File: config.mk
export PLATFORM = sky130hd
export DESIGN_NAME = rf_tuning_frequency_plan_core
export DESIGN_NICKNAME = d
export VERILOG_FILES = /design/src/hdl/rftfp_pkg.sv /design/src/hdl/rftfp_front.sv /design/src/hdl/rftfp_queue.sv /design/src/hdl/rftfp_div.sv /design/src/hdl/rftfp_back.sv /design/src/hdl/rf_tuning_frequency_plan_core.sv
export VERILOG_INCLUDE_DIRS = /design/src /design/src/hdl
export SDC_FILE = /design/constraint.sdc
export NUM_CORES = 1
export LEC_CHECK = 0
export ABC_AREA = 1
export ABC_CLOCK_PERIOD_IN_PS = 14300
export BUFFER_PORTS_ARGS = -buffer_cell sky130_fd_sc_hd__buf_2
export CAP_MARGIN = 20
export CELL_PAD_IN_SITES_DETAIL_PLACEMENT = 0
export CELL_PAD_IN_SITES_GLOBAL_PLACEMENT = 1
export CORE_UTILIZATION = 25
export CTS_CLUSTER_SIZE = 40
export DETAILED_ROUTE_END_ITERATION = 16
export GPL_ROUTABILITY_DRIVEN = 0
export GPL_TIMING_DRIVEN = 0
export PLACE_DENSITY = 0.54
export SYNTH_ARGS = -nofsm -noshare
export SYNTH_HDL_FRONTEND = slang
export SYNTH_SLANG_ARGS = --single-unit
File: constraint.sdc
create_clock -name clk -period 14.3 [get_ports clk]
set_input_delay 0.715 -clock clk [delete_from_list [all_inputs] [get_ports clk]]
set_output_delay 0.715 -clock clk [all_outputs]
set_load 0.01 [all_outputs]
File: src/hdl/rf_tuning_frequency_plan_core_macros.svh
// assertion helpers shared by the frequency plan modules
`ifndef RF_TUNING_FREQUENCY_PLAN_CORE_MACROS_SVH
`define RF_TUNING_FREQUENCY_PLAN_CORE_MACROS_SVH

// condition holds at every edge outside reset
`define RFTFP_ASSERT_NOW(label, clk_s, rst_s, cond, msg) \
  label: assert property (@(posedge clk_s) disable iff (!rst_s) (cond)) else $error(msg);

// antecedent implies consequent in the same cycle
`define RFTFP_ASSERT_IMPL(label, clk_s, rst_s, ante, cons, msg) \
  label: assert property (@(posedge clk_s) disable iff (!rst_s) (ante) |-> (cons)) else $error(msg);

// antecedent implies consequent in the next cycle
`define RFTFP_ASSERT_NEXT(label, clk_s, rst_s, ante, cons, msg) \
  label: assert property (@(posedge clk_s) disable iff (!rst_s) (ante) |=> (cons)) else $error(msg);

`endif

File: src/hdl/rftfp_pkg.sv
`timescale 1ns / 1ps
package rftfp_pkg;

  // register targets of one write
  typedef enum logic [1:0] {
    TGT_STAGE0 = 2'd0,
    TGT_STAGE1 = 2'd1,
    TGT_STAGE2 = 2'd2,
    TGT_INV    = 2'd3
  } target_t;

  typedef struct packed {
    logic        channel;
    logic [35:0] freq_hz;
  } in_item_t;

  typedef struct packed {
    target_t     target;
    logic [21:0] value;
    logic        for_channel;
    logic        last;
  } out_item_t;

  // classified request between front and back
  typedef struct packed {
    logic        channel;
    logic [35:0] freq_hz;
    logic        high;      // channel 1 at or above 18 GHz
    logic [21:0] start_w;   // band start in 10 kHz units
    logic [19:0] base_w;    // IF + 20 MHz in 10 kHz units
    logic        fine_up;   // above 32020 MHz: remainder is added
    logic        inv;       // spectrum inversion flag
  } fe_item_t;

  typedef enum logic [2:0] {
    ST_IDLE,
    ST_DIV,
    ST_CALC,
    ST_WORD,
    ST_EMIT_HEAD,
    ST_EMIT_S1,
    ST_EMIT_INV
  } be_state_t;

  localparam logic [35:0] MHZ_HZ       = 36'd1000000;
  localparam logic [35:0] MAX_HZ       = 36'd40000000000;
  localparam logic [35:0] HIGH_BAND_HZ = 36'd18000000000;
  localparam logic [35:0] INV_LOW_HZ   = 36'd13000000000;
  localparam logic [35:0] INV_HIGH_HZ  = 36'd32020000000;
  localparam logic [35:0] OVR_A_HZ     = 36'd34040000000;
  localparam logic [35:0] OVR_B_HZ     = 36'd30540000000;

  localparam logic [15:0] OVR_A_MHZ        = 16'd34040;
  localparam logic [15:0] OVR_A_IF_MHZ     = 16'd7860;
  localparam logic [15:0] OVR_B_MHZ        = 16'd30540;
  localparam logic [15:0] OVR_B_IF_MHZ     = 16'd5800;
  localparam logic [15:0] FALLBACK_MHZ     = 16'd18000;
  localparam logic [15:0] FALLBACK_IF_MHZ  = 16'd7860;
  localparam logic [15:0] OFFSET_MHZ       = 16'd20;
  localparam logic [21:0] MHZ_WORDS        = 22'd100;

  localparam int NUM_BANDS = 15;
  localparam logic [15:0] BAND_LO_MHZ [NUM_BANDS] = '{
    16'd18000, 16'd19000, 16'd19020, 16'd26500, 16'd26520,
    16'd30500, 16'd30540, 16'd32000, 16'd32020, 16'd32060,
    16'd34000, 16'd34040, 16'd38600, 16'd38620, 16'd38660};
  localparam logic [15:0] BAND_HI_MHZ [NUM_BANDS] = '{
    16'd19000, 16'd19020, 16'd26500, 16'd26520, 16'd30500,
    16'd30540, 16'd32000, 16'd32020, 16'd32060, 16'd34000,
    16'd34040, 16'd38600, 16'd38620, 16'd38660, 16'd40000};
  localparam logic [15:0] BAND_IF_MHZ [NUM_BANDS] = '{
    16'd7860, 16'd7860, 16'd5800, 16'd5800, 16'd7860,
    16'd7860, 16'd5800, 16'd5800, 16'd5800, 16'd5800,
    16'd5800, 16'd7860, 16'd7860, 16'd5800, 16'd5800};

  // word arithmetic
  localparam logic [21:0] LOW_LO_WORD = 22'd1300000;
  localparam logic [11:0] STEP_WORD   = 12'd4000;
  localparam logic [17:0] RECIP_125   = 18'd134218;  // ceil(2^24 / 125)
  localparam int          RECIP_SHIFT = 24;
  localparam int          PROD_W      = 35;
  localparam int          K_W         = 11;

  // divide by 10 000, restoring, several quotient bits per cycle
  localparam logic [14:0] WORD_DIV     = 15'd10000;
  localparam int          DIV_BITS     = 6;
  localparam int          DIV_CYCLES   = 4;
  localparam int          DIV_LOW_W    = DIV_BITS * DIV_CYCLES;
  localparam int          DIV_REM_W    = 14;
  localparam int          DIV_CNT_W    = $clog2(DIV_CYCLES);

endpackage

File: src/hdl/rftfp_front.sv
`timescale 1ns / 1ps
module rftfp_front (
  input  logic                clk,
  input  logic                rst_n,
  input  logic                in_valid,
  output logic                in_ready,
  input  rftfp_pkg::in_item_t in_data,
  output logic                fe_valid,
  input  logic                fe_ready,
  output rftfp_pkg::fe_item_t fe_item
);

  logic                valid_r, valid_nxt;
  rftfp_pkg::fe_item_t item_r, item_nxt;
  logic                load;
  logic                ignore;
  logic [15:0]         start_mhz;
  logic [15:0]         if_mhz;
  logic [35:0]         f;

  assign f        = in_data.freq_hz;
  assign in_ready = !valid_r || fe_ready;
  assign load     = in_valid && in_ready;
  assign ignore   = f > rftfp_pkg::MAX_HZ;

  // band lookup with two exact-frequency overrides, bands are disjoint
  always_comb begin
    start_mhz = rftfp_pkg::FALLBACK_MHZ;
    if_mhz    = rftfp_pkg::FALLBACK_IF_MHZ;
    for (int i = 0; i < rftfp_pkg::NUM_BANDS; i++) begin
      if (f > 36'(rftfp_pkg::BAND_LO_MHZ[i]) * rftfp_pkg::MHZ_HZ &&
          f <= 36'(rftfp_pkg::BAND_HI_MHZ[i]) * rftfp_pkg::MHZ_HZ) begin
        start_mhz = rftfp_pkg::BAND_LO_MHZ[i];
        if_mhz    = rftfp_pkg::BAND_IF_MHZ[i];
      end
    end
    if (f == rftfp_pkg::OVR_A_HZ) begin
      start_mhz = rftfp_pkg::OVR_A_MHZ;
      if_mhz    = rftfp_pkg::OVR_A_IF_MHZ;
    end else if (f == rftfp_pkg::OVR_B_HZ) begin
      start_mhz = rftfp_pkg::OVR_B_MHZ;
      if_mhz    = rftfp_pkg::OVR_B_IF_MHZ;
    end
  end

  always_comb begin
    item_nxt = item_r;
    if (load) begin
      item_nxt.channel = in_data.channel;
      item_nxt.freq_hz = f;
      item_nxt.high    = in_data.channel && (f >= rftfp_pkg::HIGH_BAND_HZ);
      item_nxt.start_w = 22'(start_mhz) * rftfp_pkg::MHZ_WORDS;
      item_nxt.base_w  = 20'(22'(if_mhz + rftfp_pkg::OFFSET_MHZ) * rftfp_pkg::MHZ_WORDS);
      item_nxt.fine_up = f > rftfp_pkg::INV_HIGH_HZ;
      item_nxt.inv     = (f >= rftfp_pkg::INV_LOW_HZ) && (f <= rftfp_pkg::INV_HIGH_HZ);
    end
  end

  always_comb begin
    valid_nxt = valid_r;
    if (load) begin
      valid_nxt = !ignore;
    end else if (fe_ready) begin
      valid_nxt = 1'b0;
    end
  end

  always_ff @(posedge clk) begin
    if (!rst_n) begin
      valid_r <= 1'b0;
    end else begin
      valid_r <= valid_nxt;
    end
    item_r <= item_nxt;
  end

  assign fe_valid = valid_r;
  assign fe_item  = item_r;

endmodule

File: src/hdl/rftfp_queue.sv
`timescale 1ns / 1ps
`include "rf_tuning_frequency_plan_core_macros.svh"
module rftfp_queue #(
  parameter int DEPTH = 2
) (
  input  logic                clk,
  input  logic                rst_n,
  input  logic                push_valid,
  output logic                push_ready,
  input  rftfp_pkg::fe_item_t push_item,
  output logic                pop_valid,
  input  logic                pop,
  output rftfp_pkg::fe_item_t pop_item
);

  localparam int PTR_W = (DEPTH > 1) ? $clog2(DEPTH) : 1;
  localparam int CNT_W = $clog2(DEPTH + 1);

  rftfp_pkg::fe_item_t mem_r [DEPTH];
  logic [PTR_W-1:0]    wr_ptr_r, wr_ptr_nxt;
  logic [PTR_W-1:0]    rd_ptr_r, rd_ptr_nxt;
  logic [CNT_W-1:0]    cnt_r, cnt_nxt;
  logic                push;

  assign push_ready = cnt_r != CNT_W'(DEPTH);
  assign pop_valid  = cnt_r != '0;
  assign push       = push_valid && push_ready;
  assign pop_item   = mem_r[rd_ptr_r];

  always_comb begin
    wr_ptr_nxt = wr_ptr_r;
    rd_ptr_nxt = rd_ptr_r;
    cnt_nxt    = cnt_r;
    if (push) begin
      wr_ptr_nxt = (wr_ptr_r == PTR_W'(DEPTH - 1)) ? '0 : wr_ptr_r + PTR_W'(1);
    end
    if (pop) begin
      rd_ptr_nxt = (rd_ptr_r == PTR_W'(DEPTH - 1)) ? '0 : rd_ptr_r + PTR_W'(1);
    end
    if (push && !pop) begin
      cnt_nxt = cnt_r + CNT_W'(1);
    end else if (pop && !push) begin
      cnt_nxt = cnt_r - CNT_W'(1);
    end
  end

  always_ff @(posedge clk) begin
    if (!rst_n) begin
      wr_ptr_r <= '0;
      rd_ptr_r <= '0;
      cnt_r    <= '0;
    end else begin
      wr_ptr_r <= wr_ptr_nxt;
      rd_ptr_r <= rd_ptr_nxt;
      cnt_r    <= cnt_nxt;
    end
    if (push) begin
      mem_r[wr_ptr_r] <= push_item;
    end
  end

  `RFTFP_ASSERT_NOW(a_cnt_bound, clk, rst_n, cnt_r <= CNT_W'(DEPTH), "queue count overflow")
  `RFTFP_ASSERT_IMPL(a_pop_nonempty, clk, rst_n, pop, cnt_r != '0, "pop from empty queue")
  `RFTFP_ASSERT_NEXT(a_cnt_up, clk, rst_n, push && !pop, cnt_r == $past(cnt_r) + CNT_W'(1), "queue count missed a push")
  `RFTFP_ASSERT_NEXT(a_cnt_down, clk, rst_n, pop && !push, cnt_r == $past(cnt_r) - CNT_W'(1), "queue count missed a pop")

endmodule

File: src/hdl/rftfp_div.sv
`timescale 1ns / 1ps
module rftfp_div (
  input  logic                                clk,
  input  logic                                rst_n,
  input  logic                                start,
  input  logic [35:0]                         dividend,
  output logic                                fin,
  output logic [21:0]                         quot,
  output logic [rftfp_pkg::DIV_REM_W-1:0]     rem
);

  localparam int LOW_W = rftfp_pkg::DIV_LOW_W;
  localparam int REM_W = rftfp_pkg::DIV_REM_W;
  localparam int CNT_W = rftfp_pkg::DIV_CNT_W;

  logic             busy_r, busy_nxt;
  logic [CNT_W-1:0] cnt_r, cnt_nxt;
  logic [REM_W-1:0] rem_r, rem_nxt;
  logic [LOW_W-1:0] dvd_r, dvd_nxt;
  logic [LOW_W-1:0] quot_r, quot_nxt;
  logic [REM_W-1:0] rem_step;
  logic [LOW_W-1:0] dvd_step;
  logic [LOW_W-1:0] quot_step;

  assign fin = busy_r && (cnt_r == CNT_W'(rftfp_pkg::DIV_CYCLES - 1));

  // a few restoring steps per cycle
  always_comb begin
    logic [REM_W:0] t;
    rem_step  = rem_r;
    dvd_step  = dvd_r;
    quot_step = quot_r;
    for (int j = 0; j < rftfp_pkg::DIV_BITS; j++) begin
      t = {rem_step, dvd_step[LOW_W-1]};
      if (t >= rftfp_pkg::WORD_DIV) begin
        rem_step  = REM_W'(t - rftfp_pkg::WORD_DIV);
        quot_step = {quot_step[LOW_W-2:0], 1'b1};
      end else begin
        rem_step  = t[REM_W-1:0];
        quot_step = {quot_step[LOW_W-2:0], 1'b0};
      end
      dvd_step = {dvd_step[LOW_W-2:0], 1'b0};
    end
  end

  always_comb begin
    busy_nxt = busy_r;
    cnt_nxt  = cnt_r;
    rem_nxt  = rem_r;
    dvd_nxt  = dvd_r;
    quot_nxt = quot_r;
    if (start) begin
      busy_nxt = 1'b1;
      cnt_nxt  = '0;
      rem_nxt  = REM_W'(dividend[35:LOW_W]);
      dvd_nxt  = dividend[LOW_W-1:0];
      quot_nxt = '0;
    end else if (busy_r) begin
      rem_nxt  = rem_step;
      dvd_nxt  = dvd_step;
      quot_nxt = quot_step;
      cnt_nxt  = cnt_r + CNT_W'(1);
      if (fin) begin
        busy_nxt = 1'b0;
      end
    end
  end

  always_ff @(posedge clk) begin
    if (!rst_n) begin
      busy_r <= 1'b0;
      cnt_r  <= '0;
    end else begin
      busy_r <= busy_nxt;
      cnt_r  <= cnt_nxt;
    end
    rem_r  <= rem_nxt;
    dvd_r  <= dvd_nxt;
    quot_r <= quot_nxt;
  end

  assign quot = quot_r[21:0];
  assign rem  = rem_r;

endmodule

File: src/hdl/rftfp_back.sv
`timescale 1ns / 1ps
`include "rf_tuning_frequency_plan_core_macros.svh"
module rftfp_back (
  input  logic                 clk,
  input  logic                 rst_n,
  input  logic                 q_valid,
  output logic                 q_pop,
  input  rftfp_pkg::fe_item_t  q_item,
  output logic                 out_valid,
  input  logic                 out_ready,
  output rftfp_pkg::out_item_t out_data
);

  rftfp_pkg::be_state_t  state_r, state_nxt;
  rftfp_pkg::fe_item_t   item_r, item_nxt;
  rftfp_pkg::out_item_t  out_data_r, out_data_nxt;
  rftfp_pkg::out_item_t  push_data;
  logic                  out_valid_r, out_valid_nxt;
  logic [21:0]           q_r, q_nxt;
  logic                  rnz_r, rnz_nxt;
  logic [21:0]           dq_r, dq_nxt;
  logic [rftfp_pkg::PROD_W-1:0] prod_r, prod_nxt;
  logic [21:0]           w_head_r, w_head_nxt;
  logic [21:0]           w1_r, w1_nxt;
  logic [21:0]           last_s1_r, last_s1_nxt;
  logic [1:0]            inv_known_r, inv_known_nxt;
  logic [1:0]            inv_val_r, inv_val_nxt;
  logic                  pend_inv_r, pend_inv_nxt;

  logic                  push_ok;
  logic                  push;
  logic                  pop;
  logic                  fin;
  logic                  need_s1;
  logic                  need_inv;
  logic                  div_fin;
  logic [21:0]           div_quot;
  logic [rftfp_pkg::DIV_REM_W-1:0] div_rem;
  logic [rftfp_pkg::K_W-1:0] k;
  logic [21:0]           rem_raw;
  logic [11:0]           remq;
  logic [21:0]           rough_w;
  logic [21:0]           fine_w;

  rftfp_div u_div (
    .clk      (clk),
    .rst_n    (rst_n),
    .start    (pop),
    .dividend (q_item.freq_hz),
    .fin      (div_fin),
    .quot     (div_quot),
    .rem      (div_rem)
  );

  assign push_ok  = !out_valid_r || out_ready;
  assign need_s1  = item_r.channel && (w1_r != last_s1_r);
  assign need_inv = !inv_known_r[item_r.channel] ||
                    (inv_val_r[item_r.channel] != item_r.inv);

  // final write of the current request goes out this cycle
  always_comb begin
    case (state_r)
      rftfp_pkg::ST_EMIT_HEAD: fin = push_ok && !need_s1 && !need_inv;
      rftfp_pkg::ST_EMIT_S1:   fin = push_ok && !pend_inv_r;
      rftfp_pkg::ST_EMIT_INV:  fin = push_ok;
      default:                 fin = 1'b0;
    endcase
  end

  // next state
  always_comb begin
    state_nxt = state_r;
    case (state_r)
      rftfp_pkg::ST_IDLE: begin
        if (q_valid) state_nxt = rftfp_pkg::ST_DIV;
      end
      rftfp_pkg::ST_DIV: begin
        if (div_fin) state_nxt = rftfp_pkg::ST_CALC;
      end
      rftfp_pkg::ST_CALC: state_nxt = rftfp_pkg::ST_WORD;
      rftfp_pkg::ST_WORD: state_nxt = rftfp_pkg::ST_EMIT_HEAD;
      rftfp_pkg::ST_EMIT_HEAD: begin
        if (push_ok) begin
          if (need_s1)       state_nxt = rftfp_pkg::ST_EMIT_S1;
          else if (need_inv) state_nxt = rftfp_pkg::ST_EMIT_INV;
        end
      end
      rftfp_pkg::ST_EMIT_S1: begin
        if (push_ok && pend_inv_r) state_nxt = rftfp_pkg::ST_EMIT_INV;
      end
      // flag word waits here until the output register frees up
      rftfp_pkg::ST_EMIT_INV: state_nxt = state_r;
      default: state_nxt = rftfp_pkg::ST_IDLE;
    endcase
    if (fin) begin
      state_nxt = q_valid ? rftfp_pkg::ST_DIV : rftfp_pkg::ST_IDLE;
    end
  end

  // state outputs
  always_comb begin
    pop       = 1'b0;
    push      = 1'b0;
    push_data = '{target: rftfp_pkg::TGT_STAGE0, value: w_head_r,
                  for_channel: item_r.channel, last: 1'b1};
    case (state_r)
      rftfp_pkg::ST_IDLE: pop = q_valid;
      rftfp_pkg::ST_EMIT_HEAD: begin
        push = push_ok;
        push_data.target = item_r.channel ? rftfp_pkg::TGT_STAGE2 : rftfp_pkg::TGT_STAGE0;
        push_data.last   = !(need_s1 || need_inv);
      end
      rftfp_pkg::ST_EMIT_S1: begin
        push = push_ok;
        push_data.target = rftfp_pkg::TGT_STAGE1;
        push_data.value  = w1_r;
        push_data.last   = !pend_inv_r;
      end
      rftfp_pkg::ST_EMIT_INV: begin
        push = push_ok;
        push_data.target = rftfp_pkg::TGT_INV;
        push_data.value  = {21'b0, item_r.inv};
      end
      default: pop = 1'b0;
    endcase
    if (fin) begin
      pop = q_valid;
    end
  end

  assign q_pop = pop;

  // 40 MHz split of the offset from the band start, in 10 kHz units
  always_comb begin
    k       = prod_r[rftfp_pkg::RECIP_SHIFT +: rftfp_pkg::K_W];
    rem_raw = dq_r - 22'(k) * 22'(rftfp_pkg::STEP_WORD);
    if (rem_raw >= 22'(rftfp_pkg::STEP_WORD)) begin
      remq = 12'(rem_raw - 22'(rftfp_pkg::STEP_WORD));
    end else begin
      remq = rem_raw[11:0];
    end
    rough_w = q_r - 22'(remq);
    if (item_r.fine_up) begin
      fine_w = 22'(item_r.base_w) + 22'(remq);
    end else begin
      fine_w = 22'(item_r.base_w) - 22'(remq) - 22'(rnz_r);
    end
  end

  always_comb begin
    item_nxt      = pop ? q_item : item_r;
    q_nxt         = q_r;
    rnz_nxt       = rnz_r;
    dq_nxt        = dq_r;
    prod_nxt      = prod_r;
    w_head_nxt    = w_head_r;
    w1_nxt        = w1_r;
    last_s1_nxt   = last_s1_r;
    inv_known_nxt = inv_known_r;
    inv_val_nxt   = inv_val_r;
    pend_inv_nxt  = pend_inv_r;
    out_valid_nxt = push ? 1'b1 : (out_ready ? 1'b0 : out_valid_r);
    out_data_nxt  = push ? push_data : out_data_r;

    if (state_r == rftfp_pkg::ST_CALC) begin
      q_nxt    = div_quot;
      rnz_nxt  = div_rem != '0;
      dq_nxt   = div_quot - item_r.start_w;
      prod_nxt = rftfp_pkg::PROD_W'(dq_nxt[21:5]) *
                 rftfp_pkg::PROD_W'(rftfp_pkg::RECIP_125);
    end

    if (state_r == rftfp_pkg::ST_WORD) begin
      if (!item_r.channel) begin
        w_head_nxt = q_r;
        w1_nxt     = q_r;
      end else if (item_r.high) begin
        w_head_nxt = rough_w;
        w1_nxt     = fine_w;
      end else begin
        w_head_nxt = rftfp_pkg::LOW_LO_WORD;
        w1_nxt     = q_r;
      end
    end

    // history moves with the first write of a request
    if (state_r == rftfp_pkg::ST_EMIT_HEAD && push) begin
      if (item_r.channel) begin
        last_s1_nxt = w1_r;
      end
      inv_known_nxt[item_r.channel] = 1'b1;
      inv_val_nxt[item_r.channel]   = item_r.inv;
      pend_inv_nxt                  = need_inv;
    end
  end

  always_ff @(posedge clk) begin
    if (!rst_n) begin
      state_r     <= rftfp_pkg::ST_IDLE;
      out_valid_r <= 1'b0;
      last_s1_r   <= '0;
      inv_known_r <= '0;
      pend_inv_r  <= 1'b0;
    end else begin
      state_r     <= state_nxt;
      out_valid_r <= out_valid_nxt;
      last_s1_r   <= last_s1_nxt;
      inv_known_r <= inv_known_nxt;
      pend_inv_r  <= pend_inv_nxt;
    end
    item_r     <= item_nxt;
    out_data_r <= out_data_nxt;
    q_r        <= q_nxt;
    rnz_r      <= rnz_nxt;
    dq_r       <= dq_nxt;
    prod_r     <= prod_nxt;
    w_head_r   <= w_head_nxt;
    w1_r       <= w1_nxt;
    inv_val_r  <= inv_val_nxt;
  end

  assign out_valid = out_valid_r;
  assign out_data  = out_data_r;

  `RFTFP_ASSERT_IMPL(a_div_fin_state, clk, rst_n, div_fin, state_r == rftfp_pkg::ST_DIV, "divider finished outside divide state")
  `RFTFP_ASSERT_IMPL(a_push_state, clk, rst_n, push, state_r == rftfp_pkg::ST_EMIT_HEAD || state_r == rftfp_pkg::ST_EMIT_S1 || state_r == rftfp_pkg::ST_EMIT_INV, "write pushed outside emit states")
  `RFTFP_ASSERT_NEXT(a_more_writes, clk, rst_n, push && !push_data.last, state_r == rftfp_pkg::ST_EMIT_S1 || state_r == rftfp_pkg::ST_EMIT_INV, "request ended without its last write")
  `RFTFP_ASSERT_IMPL(a_calc_after_div, clk, rst_n, state_r == rftfp_pkg::ST_CALC, $past(div_fin), "calc entered before divide finished")

endmodule

File: src/hdl/rf_tuning_frequency_plan_core.sv
`timescale 1ns / 1ps
// frequency plan for a two-stage downconverter: each tuning request (channel, frequency in hz)
// becomes one to three register words in order. channel 0 writes its stage-0 word (frequency in
// 10 khz units); channel 1 writes the stage-2 word, then the stage-1 word only if it differs from
// the previous stage-1 word, and either channel then writes its spectrum inversion flag only if it
// changed for that channel (the first request per channel always writes it). requests above
// 40 ghz give no words and leave the history alone. each word carries its channel and a last
// marker on the final word of a request. a front stage takes a request every cycle unless the
// queue is full, does the band lookup and sends it through a short queue; the back end works on
// one request at a time: a divide by 10 000 (six quotient bits a cycle), the 40 mhz split, the
// word calculation, then one write per word; it pops the next request with the final write.
// results sit in an output register, so the back end keeps going while the last word waits to be
// taken
module rf_tuning_frequency_plan_core #(
  parameter int QUEUE_DEPTH = 2
) (
  input  logic                 clk,
  input  logic                 rst_n,
  input  logic                 in_valid,
  output logic                 in_ready,
  input  rftfp_pkg::in_item_t  in_data,
  output logic                 out_valid,
  input  logic                 out_ready,
  output rftfp_pkg::out_item_t out_data
);

  // front to queue
  logic                fe_valid;
  logic                fe_ready;
  rftfp_pkg::fe_item_t fe_item;

  // queue to back end
  logic                q_valid;
  logic                q_pop;
  rftfp_pkg::fe_item_t q_item;

  // range check, band lookup and inversion flag
  rftfp_front u_front (
    .clk      (clk),
    .rst_n    (rst_n),
    .in_valid (in_valid),
    .in_ready (in_ready),
    .in_data  (in_data),
    .fe_valid (fe_valid),
    .fe_ready (fe_ready),
    .fe_item  (fe_item)
  );

  // decouples classification from word generation
  rftfp_queue #(
    .DEPTH (QUEUE_DEPTH)
  ) u_queue (
    .clk        (clk),
    .rst_n      (rst_n),
    .push_valid (fe_valid),
    .push_ready (fe_ready),
    .push_item  (fe_item),
    .pop_valid  (q_valid),
    .pop        (q_pop),
    .pop_item   (q_item)
  );

  // divide, split into 40 mhz steps, sequence the writes, keep history
  rftfp_back u_back (
    .clk       (clk),
    .rst_n     (rst_n),
    .q_valid   (q_valid),
    .q_pop     (q_pop),
    .q_item    (q_item),
    .out_valid (out_valid),
    .out_ready (out_ready),
    .out_data  (out_data)
  );

endmodule
==> results of run 1 <==
==> worst max path at each step <==
stage                                     start                     endpoint  slack (ns)  depth (start not counted)
floorplan           u_back.item_r[26]$_DFFE_PP_  u_back.prod_r[33]$_DFFE_PP_        6.02                         46
global placement    u_back.prod_r[24]$_DFFE_PP_    u_back.w1_r[19]$_DFFE_PP_        4.48                         42
detailed placement  u_back.item_r[26]$_DFFE_PP_  u_back.prod_r[33]$_DFFE_PP_        4.43                         44
CTS                 u_back.item_r[26]$_DFFE_PP_  u_back.prod_r[33]$_DFFE_PP_        4.39                         44
global route        u_back.item_r[26]$_DFFE_PP_  u_back.prod_r[33]$_DFFE_PP_        3.50                         44
finish              u_back.item_r[26]$_DFFE_PP_  u_back.prod_r[33]$_DFFE_PP_        4.56                         44
==> area by class of cell <==
cell class                      instances  share of cell area (%)
Sequential cell                       446                   36.90
Timing Repair Buffer                   78                   1.565
Clock inverter                         35                   1.291
Inverter                              587                   6.366
Tap cell                             1612                   5.827
Clock buffer                           52                   3.514
Buffer                                 62                  0.8279
Multi-Input combinational cell       2332                   43.71
==> cells in the mapped netlist, drive strengths merged (25+ instances only) <==
library cell	number	area share, %
nand2	741	9.5
clkbuf	49	0.61
xnor2	36	1.0
a31oi	42	0.87
a21oi	142	2.4
ha	286	12
edfxtp	384	38
dfxtp	62	4.1
nor3	50	0.82
nor2	286	3.7
fa	87	5.7
o21ai	153	2.6
xor2	74	2.1
nor4	27	0.56
or2	25	0.52
nand4	58	1.2
inv	584	7.2
nand3	193	3.4
==> sequential cells by signal (all words and copies together), names as in the netlist, 3 cells and up, named ones only <==
signal / count
u_queue.mem_r: 130
u_front.fe_item: 65
u_back.item_r: 29
u_back.out_data: 26
u_back.u_div.dvd_r: 24
u_back.dq_r: 22
u_back.last_s1_r: 22
u_back.u_div.quot_r: 22
u_back.w1_r: 22
u_back.w_head_r: 22
u_back.q_r: 18
u_back.u_div.rem: 14
u_back.prod_r: 11
u_back.state_r: 3
==> metrics by stage <==
stage / std cells / utilization (%) / worst slack (ns) / hold slack (ns)
3_5_place_dp: 5117 / 27.43 / 4.428 / 0.4190
5_1_grt: 5204 / 28.81 / 3.499 / 0.2562
6_report: 5204 / 28.81 / 4.562 / 0.2801
4_1_cts: 5204 / 28.81 / 4.395 / 0.2421
2_1_floorplan: 3427 / - / 6.024 / 0.4082
3_3_place_gp: 5106 / 27.22 / 4.478 / 0.4177
==> cell families after synthesis <==
| group | count (synthesis) | synth area share [%] |
|---|---|---|
| other cells | 2 | 0.02475 |
| mux | 2 | 0.06597 |
| fa+ha+maj | 373 | 17.53 |
| simple gates | 1392 | 20.09 |
| compound gates | 453 | 8.828 |
| xor+xnor | 110 | 3.175 |
| flops | 446 | 42.09 |
| buf+inv | 649 | 8.197 |
==> worst max-delay path, delay by kind of cell (launching register included) <==
kind | cells | cell delay [ns]
flip-flops | 1 | 0.41
adder cells (fa/ha/maj) | 7 | 2.82
XOR/XNOR | 2 | 1.00
AO/OA/AOI/OAI | 14 | 3.24
AND/OR/NAND/NOR | 13 | 1.52
buffers and inverters | 8 | 0.47
==> layer usage <==
layer	GRT usage (%)	part of all wire [%]	up-vias	wire [um]
met4	4.251	3.0	0	2486
li1	-	-	11720	-
met2	22.06	45	470	37580
met1	19.14	48	10580	40460
met3	1.522	3.9	138	3243
met5	0	0	-	0
==> impl_results.rst, run 1 <==
.. list-table::
   :header-rows: 1

   * - Metric
     - Value
   * - Clock tree from TritonCTS
     - built
   * - Routed wirelength normalized by instance count
     - 16.10 um
   * - Leading cell type in the layout, fill and taps excluded
     - nand2_1
   * - Number of flops mapped to enable cells by yosys
     - 384
   * - Remaining number of nets flagged by the antenna check after routing
     - 0
   * - Run status
     - finished, final reports clean
   * - Overflow after GRT
     - 0
   * - Via count of the first global-routing pass
     - 22,490
   * - Max-slew violation count
     - 0
   * - Transition time at the pin with the least slew margin
     - 1.083 ns
   * - Achievable frequency
     - 102.7 MHz
   * - Top library cells by usage in the layout, fill and taps aside
     - nand2_1, inv_1, edfxtp_1
   * - Maximum number of pins on one net before global-route repair
     - 39
   * - Unrepaired setup endpoints after global routing
     - false
   * - Post-route cell area
     - 34,610 um^2
   * - Clk_lat worst skew
     - 0.63 ns
   * - Total wirelength of the detailed-routed design
     - 83,780 um
   * - Number of remaining DRC errors
     - 0
   * - Syn_nets
     - 3,841
   * - Time the worst path needs with I/O delays and setup
     - 9.738 ns
   * - Synth warn
     - 0
   * - Critical Path Source Type
     - flop
   * - Hold Buf Count CTS
     - 0
   * - Cell with the biggest individual delay on the critical path
     - xor2_1
   * - IO buf count
     - 67
   * - Ratio of final minimum period to clock period
     - 68.10%
   * - Placement row count
     - 127
   * - Post-CTS sizing
     - 0
   * - Post-CTS Setup Bufs
     - 0
   * - Total iterations of the first detailed-routing run
     - 6
   * - Starting Density
     - 25.26%
   * - Relative slew slack
     - 27.59%
   * - Core area
     - 120,100 um^2
   * - Number of cells produced by synthesis
     - 3,427
   * - DR iter-0 viols
     - 1,322
   * - R2R Setup Slk
     - 4.56 ns
   * - Antenna violations before repair
     - 0
   * - CTS Buf Count
     - 48
   * - Synthesis-stage register bit count
     - 446
   * - Final hold viol count
     - 0
   * - Number of H-tree levels
     - 2
   * - Class of the most critical hold timing path
     - input port to flop
   * - Critical Path End Type
     - flop
   * - Boundary Pins
     - 69
   * - Multi-input combinational cell area
     - 15,130 um^2
   * - Root buf cell
     - clkbuf_16
   * - Setup violators final
     - 0
   * - Worst Reg2Reg Path Length in Cells
     - 44
   * - Via Count
     - 22,910
   * - Nets
     - 3,969
   * - Main flop type after synthesis
     - edfxtp_1
   * - All-Layer GR Usage
     - 13.70%
   * - Half-perimeter wire length after placement
     - 67,290 um
   * - Instance count along the most critical hold path
     - 1
   * - Clock Path Buffers
     - 3
   * - Instance area after placement
     - 32,950 um^2
   * - Hold path startpoint
     - in_data[20]
   * - Critical register-to-register path startpoint
     - u_back.item_r[26]$_DFFE_PP_
   * - Critical path type
     - flop to flop
   * - Wire length of the first global-routing pass
     - 130,800 um
   * - Total number of clock tree sinks
     - 446
   * - Required time of the critical path
     - 14.62 ns
   * - Mean number of vias per cell
     - 4.402
   * - Worst min-delay path endpoint
     - u_front.fe_item[65]$_DFFE_PP_
   * - Relative area change from synthesis to final layout
     - 14.06%
   * - Full die area
     - 122,800 um^2
   * - Most prevalent standard cell on the critical path
     - inv_1
   * - Critical register-to-register path endpoint
     - u_back.prod_r[33]$_DFFE_PP_
   * - Final Skew
     - 0.05083 ns
   * - Die height
     - 350.4 um
   * - Antenna cell count
     - 0
   * - Die width
     - 350.4 um
   * - Unique masters post-synth
     - 63
   * - Worst endpoint data arrival time
     - 10.05 ns
   * - Largest stage delay, worst path
     - 0.86 ns
   * - Reported max-cap violation count
     - 0
   * - Synthesized area
     - 30,350 um^2
   * - Register cell area after layout
     - 12,770 um^2
   * - Average footprint of a synthesized cell
     - 8.855 um^2
   * - Fill cells
     - 12,930
   * - Post-route setup TNS
     - 0 ns
   * - Largest driver fanout on the critical path
     - 7
   * - Sequential area share after synthesis
     - 42.09%
   * - Fraction of final layout cells with drive strength greater than 1
     - 7.572%
   * - Clock transition at the registers of the reported paths
     - 0.07 ns
   * - Fraction of registers with async set/reset
     - 0%
Power of run 1 is not shown: default switching activity piles up to over one toggle a cycle in this logic, so the estimate is an artifact.
==> run 2: changes to the inputs <==
- ABC_CLOCK_PERIOD_IN_PS: 14300 -> 8100
- PLACE_DENSITY: 0.54 -> 0.55
- clock period: 14.3 -> 8.1 ns (I/O delays scaled with it)
==> run 2 against run 1 <==
Net effect: cell area is 5.6% higher; critical path type unchanged; maximum frequency is 22% higher; via count is 2.5% higher; critical path depth is 3 higher; sequential cell count stayed put; cell count is 1.9% higher.
==> impl_results.rst, run 2 (synthesis results as in run 1) <==
.. list-table::
   :header-rows: 1

   * - Metric
     - Value
   * - Run status
     - finished, final reports clean
   * - Worst hold margin
     - 0.05771 ns
   * - Final hold viol count
     - 0
   * - Final Skew
     - 0.03423 ns
   * - Mean number of vias per cell
     - 4.431
   * - Transition time at the pin with the least slew margin
     - 1.012 ns
   * - Post-route setup TNS
     - 0 ns
   * - Total wirelength of the detailed-routed design
     - 84,320 um
   * - Clock transition at the registers of the reported paths
     - 0.07 ns
   * - Relative slew slack
     - 32.29%
   * - Critical Path Source Type
     - flop
   * - Reported max-cap violation count
     - 0
   * - Full die area
     - 122,800 um^2
   * - Clock tree from TritonCTS
     - built
   * - Relative area change from synthesis to final layout
     - 20.46%
   * - Via count of the first global-routing pass
     - 22,860
   * - Routed wirelength normalized by instance count
     - 15.91 um
   * - Worst endpoint data arrival time
     - 8.30 ns
   * - Hold path startpoint
     - in_data[2]
   * - Sum of buffers and inverters on the critical path
     - 12
   * - Fill cells
     - 12,720
   * - Root buf cell
     - clkbuf_16
   * - Number of remaining DRC errors
     - 0
   * - Maximum number of pins on one net before global-route repair
     - 37
   * - Boundary Pins
     - 69
   * - Achievable frequency
     - 125.5 MHz
   * - R2R Setup Slk
     - 0.13 ns
   * - Unrepaired setup endpoints after global routing
     - true
   * - Critical Path End Type
     - flop
   * - Top reg by flops
     - u_queue.mem_r
   * - Core area
     - 120,100 um^2
   * - Top library cells by usage in the layout, fill and taps aside
     - nand2_1, inv_1, edfxtp_1
   * - Half-perimeter wire length after placement
     - 66,460 um
   * - Clock Path Buffers
     - 3
   * - IO buf count
     - 67
   * - Starting Density
     - 25.26%
   * - Leading cell type in the layout, fill and taps excluded
     - nand2_1
   * - Die height
     - 350.4 um
   * - DR iter-0 viols
     - 1,266
   * - Placement row count
     - 127
   * - Required time of the critical path
     - 8.43 ns
   * - Cell with the biggest individual delay on the critical path
     - fa_1
   * - Via Count
     - 23,490
   * - Largest delay share family, worst path
     - adder cells
   * - Remaining number of nets flagged by the antenna check after routing
     - 0
   * - All-Layer GR Usage
     - 13.58%
   * - Fraction of final layout cells with drive strength greater than 1
     - 14.83%
   * - Antenna cell count
     - 0
   * - Wire length of the first global-routing pass
     - 130,300 um
   * - Antenna violations before repair
     - 1
   * - Critical register-to-register path startpoint
     - u_back.prod_r[24]$_DFFE_PP_
   * - Total number of clock tree sinks
     - 446
   * - Largest register FFs
     - 130
   * - Nets
     - 4,063
   * - Largest driver fanout on the critical path
     - 5
   * - Setup violators final
     - 0
   * - Max-slew violation count
     - 0
   * - Critical path type
     - flop to flop
   * - Overflow after GRT
     - 0
   * - Class of the most critical hold timing path
     - input port to flop
   * - Die width
     - 350.4 um
   * - CTS Buf Count
     - 49
   * - Ratio of final minimum period to clock period
     - 98.34%
   * - Most prevalent standard cell on the critical path
     - inv_2
   * - Time the worst path needs with I/O delays and setup
     - 7.966 ns
   * - CP Launch Point
     - u_back.prod_r[24]$_DFFE_PP_
   * - Largest stage delay, worst path
     - 0.60 ns
   * - Number of H-tree levels
     - 2
   * - Share of the core filled with cells in the final layout
     - 30.43%
   * - Clk_lat worst skew
     - 0.61 ns
   * - Total iterations of the first detailed-routing run
     - 5
run 2: changes by cell type in the layout (fill, tap and decap cells not counted), moves of 21 or more:
| cell | change |
|---|---|
| inv_1 | -26 |
| nand2_2 | +34 |
| nand2_1 | -41 |
| ha_1 | -24 |
| ha_4 | +21 |
| a21oi_1 | -22 |
| inv_2 | +22 |
| o21ai_0 | -26 |
| buf_4 | +76 |
run 2: worst register-to-register path, delay by kind of cell, from the launching register on:
family | cells | cell delay, ns
flip-flops | 1 | 0.46
AO/OA/AOI/OAI | 8 | 1.14
XOR/XNOR | 4 | 0.68
buffers and inverters | 12 | 0.90
AND/OR/NAND/NOR | 16 | 1.45
adder cells (fa/ha/maj) | 7 | 3.03
run 2: routing by layer:
layer / global-route usage (%) / wire length, um / vias up
li1: - / - / 11900
met1: 18.85 / 40680 / 11010
met2: 21.90 / 38240 / 437
met3: 1.622 / 2922 / 141
met4: 4.269 / 2466 / 2
met5: 0 / 13 / -
run 2: worst paths after layout:
kind	to	cells past startpoint
max reg2reg	u_back.w1_r[14]$_DFFE_PP_	47
max	u_back.w1_r[14]$_DFFE_PP_	47
min	u_front.fe_item[47]$_DFFE_PP_	1
min reg2reg	u_back.dq_r[3]$_DFFE_PP_	0
run 2: what timing repair did:
item                                    4_1_cts  5_1_grt
setup buffers                                46       41
resized for setup                           116      166
endpoints found under the hold margin         8        0
cloned                                        0        0
hold buffers                                  8        0
endpoints found under the setup margin       42       36
pin swaps                                    59      102
run 2: area by class of cell:
| type | instances | area [um^2] | area share (%) |
|---|---|---|---|
| multi-input combinational | 2332 | 16290 | 44.56 |
| sequential | 446 | 12770 | 34.94 |
| inverter | 587 | 2215 | 6.059 |
| tap | 1612 | 2017 | 5.518 |
| timing repair buffer | 173 | 1368 | 3.741 |
| clock buffer | 66 | 1290 | 3.529 |
| clock inverter | 25 | 322.8 | 0.8831 |
| buffer | 60 | 279.0 | 0.7633 |
run 2: stage by stage:
step / worst slack, ns / cells / instance area (um^2)
after floorplan: 0.05220 / 3427 / 30350
after global placement: -1.576 / 5106 / 32710
after detailed placement: -1.566 / 5118 / 32980
after CTS: 0.001005 / 5261 / 35530
after global routing: -0.4442 / 5301 / 36550
final: 0.1341 / 5301 / 36550
Power of run 2 is left out for the same reason.
